File: src/rtl/block_chain_table_engine_defines.svh
// Assertion macros used by the block chain table engine datapath.
// Each macro expects signals named clk and arst_n in the including scope.
`ifndef BLOCK_CHAIN_TABLE_ENGINE_DEFINES_SVH
`define BLOCK_CHAIN_TABLE_ENGINE_DEFINES_SVH

// The consequent must hold in the same cycle as the antecedent.
`define BCTE_ASSERT_NOW(label, ante, cons) \
	label: assert property (@(posedge clk) disable iff (!arst_n) (ante) |-> (cons)) \
		else $error("bcte: same-cycle check failed");

// The consequent must hold in the cycle after the antecedent.
`define BCTE_ASSERT_NEXT(label, ante, cons) \
	label: assert property (@(posedge clk) disable iff (!arst_n) (ante) |=> (cons)) \
		else $error("bcte: next-cycle check failed");

`endif

File: src/rtl/bcte_pkg.sv
`default_nettype none

package bcte_pkg;

	localparam int FIELD_W    = 10;
	localparam int ENTRIES    = 1024;
	localparam int TABLE_SIZE = (ENTRIES < (1 << FIELD_W)) ? ENTRIES : (1 << FIELD_W);
	localparam int ADDR_W     = $clog2(TABLE_SIZE);
	localparam int PTR_W      = FIELD_W + 1;

	localparam logic [PTR_W-1:0]   TABLE_END  = PTR_W'(TABLE_SIZE);
	localparam logic [ADDR_W-1:0]  CLEAR_LAST = ADDR_W'(TABLE_SIZE - 1);
	localparam logic [FIELD_W-1:0] EMPTY_MARK = '0;

	typedef enum logic [1:0] {
		OP_READ  = 2'd0,
		OP_WRITE = 2'd1,
		OP_TEST  = 2'd2,
		OP_FIND  = 2'd3
	} bcte_op_t;

	typedef enum logic [1:0] {
		ST_CLEAR,
		ST_IDLE,
		ST_EVAL
	} bcte_state_t;

	typedef struct packed {
		logic accept;
		logic clear;
		logic scan_step;
		logic out_load;
	} bcte_ctl_t;

	typedef struct packed {
		logic clear_last;
		logic finish;
		logic out_free;
	} bcte_sts_t;

endpackage

`default_nettype wire

File: src/rtl/bcte_ctrl.sv
`default_nettype none

module bcte_ctrl (
	input  wire logic               clk,
	input  wire logic               arst_n,
	input  wire logic               req_valid,
	output      logic               req_ready,
	input  wire bcte_pkg::bcte_sts_t sts,
	output      bcte_pkg::bcte_ctl_t ctl
);
	import bcte_pkg::*;

	bcte_state_t state_q;
	bcte_state_t state_d;

	always_ff @(posedge clk or negedge arst_n) begin
		if (!arst_n) begin
			state_q <= ST_CLEAR;
		end else begin
			state_q <= state_d;
		end
	end

	always_comb begin
		state_d = state_q;
		unique case (state_q)
			ST_CLEAR: begin
				if (sts.clear_last) begin
					state_d = ST_IDLE;
				end
			end
			ST_IDLE: begin
				if (req_valid) begin
					state_d = ST_EVAL;
				end
			end
			ST_EVAL: begin
				if (sts.finish && sts.out_free) begin
					state_d = ST_IDLE;
				end
			end
			default: begin
				state_d = ST_CLEAR;
			end
		endcase
	end

	always_comb begin
		ctl       = '0;
		req_ready = 1'b0;
		unique case (state_q)
			ST_CLEAR: begin
				ctl.clear = 1'b1;
			end
			ST_IDLE: begin
				req_ready  = 1'b1;
				ctl.accept = req_valid;
			end
			ST_EVAL: begin
				if (sts.finish) begin
					ctl.out_load = sts.out_free;
				end else begin
					ctl.scan_step = 1'b1;
				end
			end
			default: begin
				ctl = '0;
			end
		endcase
	end

endmodule

`default_nettype wire

File: config.mk
export PLATFORM = sky130hd
export DESIGN_NAME = bcte_ctrl
export DESIGN_NICKNAME = d
export VERILOG_FILES = /design/src/rtl/block_chain_table_engine_defines.svh /design/src/rtl/bcte_pkg.sv /design/src/rtl/bcte_ctrl.sv
export SDC_FILE = /design/constraint.sdc
export NUM_CORES = 1
export LEC_CHECK = 0
export ABC_AREA = 1
export BUFFER_PORTS_ARGS = -buffer_cell sky130_fd_sc_hd__buf_2
export CAP_MARGIN = 10
export CORE_AREA = 2 2 39 41
export CTS_BUF_LIST = sky130_fd_sc_hd__clkbuf_2
export DETAILED_ROUTE_END_ITERATION = 8
export DIE_AREA = 0 0 41 43
export GPL_TIMING_DRIVEN = 0
export PLACE_DENSITY = 0.32
export REMOVE_ABC_BUFFERS = 1
export SYNTH_ARGS = -nofsm -noshare
export SYNTH_HDL_FRONTEND = slang
export SYNTH_SLANG_ARGS = --single-unit
File: constraint.sdc
create_clock -name clk -period 1.4 [get_ports clk]
set_input_delay 0.14 -clock clk [delete_from_list [all_inputs] [get_ports clk]]
set_output_delay 0.14 -clock clk [all_outputs]
set_load 0.03 [all_outputs]
==> impl_metrics.py <==
metrics = {
    "detailed_routing": {
        "first_pass_iters": 2,
        "met1_length_um": 157,
        "dr_wl_met2_um": 110,
        "via_per_inst": 3.20,
        "num_vias": 160,
        "first_iter_violations": 1,
        "route.detailed.drc": 0,
        "highest_layer": "met4",
        "met3_length_um": 46,
        "wl_per_cell_um": 6.68,
        "final_antenna_net_count": 0,
        "wl_um": 334,
    },
    "setup_path": {
        "cp.required_ns": 1.26,
        "criticalPathCategory": "flop to output port",
        "max_stage_delay_ns": 0.38,
        "start_kind": "flop",
        "worst-path-max-fanout": 3,
        "arrival_ns": 1.01,
        "cp_top_family": "flip-flops",
        "critPathSlowestCell": "dfrtp_1",
        "critical_path_buf_inv_count": 2,
        "cp_cell_sequence": "inv_1 > nand2_1 > nor2_1 > buf_2",
        "end_kind": "output port",
    },
    "synthesis": {
        "synth.avg_cell_area_um2": 6.07,
        "async_flop_share_pct": 100,
        "synth_flop_cell": "dfrtp_1",
        "synthTopCellsByArea": "dfrtp_1 (41%), nand2_1 (19%), inv_1 (15%)",
        "yosys.area.top_type": "dfrtp_1",
        "synth_top_cell_area_share_pct": 41.2,
        "synth.ff_latch_count": 2,
        "yosys_warnings": 0,
        "yosysMostFrequentCell": "nand2_1",
        "synth_commonest_cells": "nand2_1 (6), inv_1 (5), nor2_1 (4)",
        "yosysUniqueCellTypes": 6,
        "syn_area_um2": 121,
        "synth-edff-count": 0,
        "synthCells": 20,
        "synth.yosys.seq_area_share_pct": 41.2,
    },
    "die": {
        "core_um2": 1380,
        "die_area_um2": 1760,
        "die_h_um": 43,
        "ios": 11,
        "start_util_pct": 8.77,
        "rows": 14,
        "die_w_um": 41,
    },
    "timing": {
        "setup_ws_ns": 0.251,
        "setup_violations": 0,
        "post-route-period-util_pct": 82.1,
        "tightest_slew_ns": 0.157,
        "worst_slew_margin_rel_pct": 89.6,
        "hold_viol": 0,
        "rsz0062_at_grt": "no",
        "tns_ns": 0,
        "skew_ns": 0.00158,
        "fmax_mhz": 870,
        "drv_slew": 0,
        "period_minus_slack_ns": 1.15,
    },
    "pwr": {
        "switchingPower_mw": 0.263,
        "power_mw": 0.490,
        "clkPwrFrac_pct": 17.9,
        "combPwrFrac_pct": 59.3,
        "switching_share_pct": 53.6,
        "p_seq_share_pct": 22.8,
        "internal-power_mw": 0.227,
        "leakage_nw": 0.138,
        "peakVddDrop_uv": 589,
        "power_density_nw_per_um2": 2260,
    },
    "clocking": {
        "clk_transition_reported_paths_ns": 0.03,
        "cts_setup_buffers": 0,
        "clock_latency_ns": 0.19,
        "post_cts_resized": 0,
        "cts_buffers": 3,
        "clock_sinks": 2,
        "htreeDepth": 1,
        "clock-root-buffer": "clkbuf_2",
        "clk_path_buf_depth": 2,
        "cts_tree": "done",
    },
    "global_routing": {
        "grt_pass1_vias": 140,
        "grt_max_degree": 5,
        "grt_usage_pct": 4.92,
        "grt_pass1_wl_um": 469,
        "grt-ovfl-total": 0,
        "antenna_found_initial": 0,
    },
    "cells_and_area": {
        "final_util_pct": 15.6,
        "fillers": 182,
        "antenna_cells": 0,
        "reg_top3": "state_q (2)",
        "largest_reg_flops": 2,
        "syn_to_final_growth_pct": 78.4,
        "drive_gt1_share_pct": 38.2,
        "final_nets": 42,
        "regMostFlops": "state_q",
    },
    "place": {
        "pre_cts_ws_ns": 0.435,
        "numPortBuffers": 10,
        "gp_congestion": 0.562,
        "dp_hpwl_um": 285,
    },
    "job": {
        "drv_cap": 0,
    },
    "outcome": {
        "outcome": "finished, final reports clean",
    },
    "hold_path": {
        "hold_path.class": "primary input to flop",
    },
}
-- logic make-up (layout without fill, tap and decap cells) --
kind of cell    after synthesis  count (layout)  synth area share, %
flops                         2               2                 41.2
simple gates                 12              12                 39.2
buf+inv                       5              19                 15.5
compound gates                1               1                 4.12
-- final timing paths --
check	start	endpoint	depth (start not counted)	slack [ns]
worst min register to register	state_q[0]	state_q[0]	3	0.60
worst max register to register	state_q[0]	state_q[0]	4	0.56
worst min-delay path	req_valid	state_q[0]	4	0.22
max in group asynchronous	arst_n	state_q[1]	2	1.04
min in group asynchronous	arst_n	state_q[0]	2	0.27
worst max-delay path	state_q[0]	ctl[1]	4	0.25
-- through the flow --
step                instance area (um^2)  hold WS, ns  instances
global route                         216        0.229         50
floorplan                            121       -0.156         20
global placement                     191      -0.0701         46
CTS                                  216        0.216         50
finish                               216        0.218         50
detailed placement                   191      -0.0685         46
-- power by group through the flow --
| stage | Sequential (mW) | Combinational, mW | Clock, mW |
|---|---|---|---|
| final | 0.112 | 0.290 | 0.0877 |
| after CTS | 0.113 | 0.296 | 0.0929 |
| after detailed placement | 0.113 | 0.292 | 0 |
| after floorplan | 0.108 | 0.214 | 0 |
| after global placement | 0.113 | 0.291 | 0 |
| after global routing | 0.115 | 0.319 | 0.109 |
-- worst register-to-register path, cell delays in order (launching register included) --
cell and delay, ns:
dfrtp_1 0.38, inv_1 0.09, nand3_1 0.11, nand3_1 0.10, nand2_1 0.05
-- layout by cell type (no fill, tap or decap) --
cell and n:
o21ai_0 1, nand3_1 2, dlygate4sd3_1 1, clkbuf_2 3
inv_1 5, dfrtp_1 2, nor2_1 4, nand2_1 6
buf_2 10
-- layer usage --
| metal | global-route usage, % | up-vias |
|---|---|---|
| li1 | - | 86 |
| met5 | 0 | - |
| met2 | 5.31 | 13 |
| met1 | 4.50 | 58 |
| met4 | 8.00 | 0 |
| met3 | 3.14 | 3 |
-- repair_timing --
item | in CTS | in global routing
endpoints found under the setup margin | 0 | 0
endpoints found under the hold margin | 2 | 0
hold buffers | 1 | 0
-- layout make-up --
type	instances	area [um^2]	area share (%)
timing repair buffer	11	60.1	27.7
multi-input combinational	13	52.6	24.3
tap	16	20.0	9.25
inverter	5	18.8	8.67
clock buffer	3	15.0	6.94
sequential	2	50.0	23.1
Power figures use the tool's default switching activity.
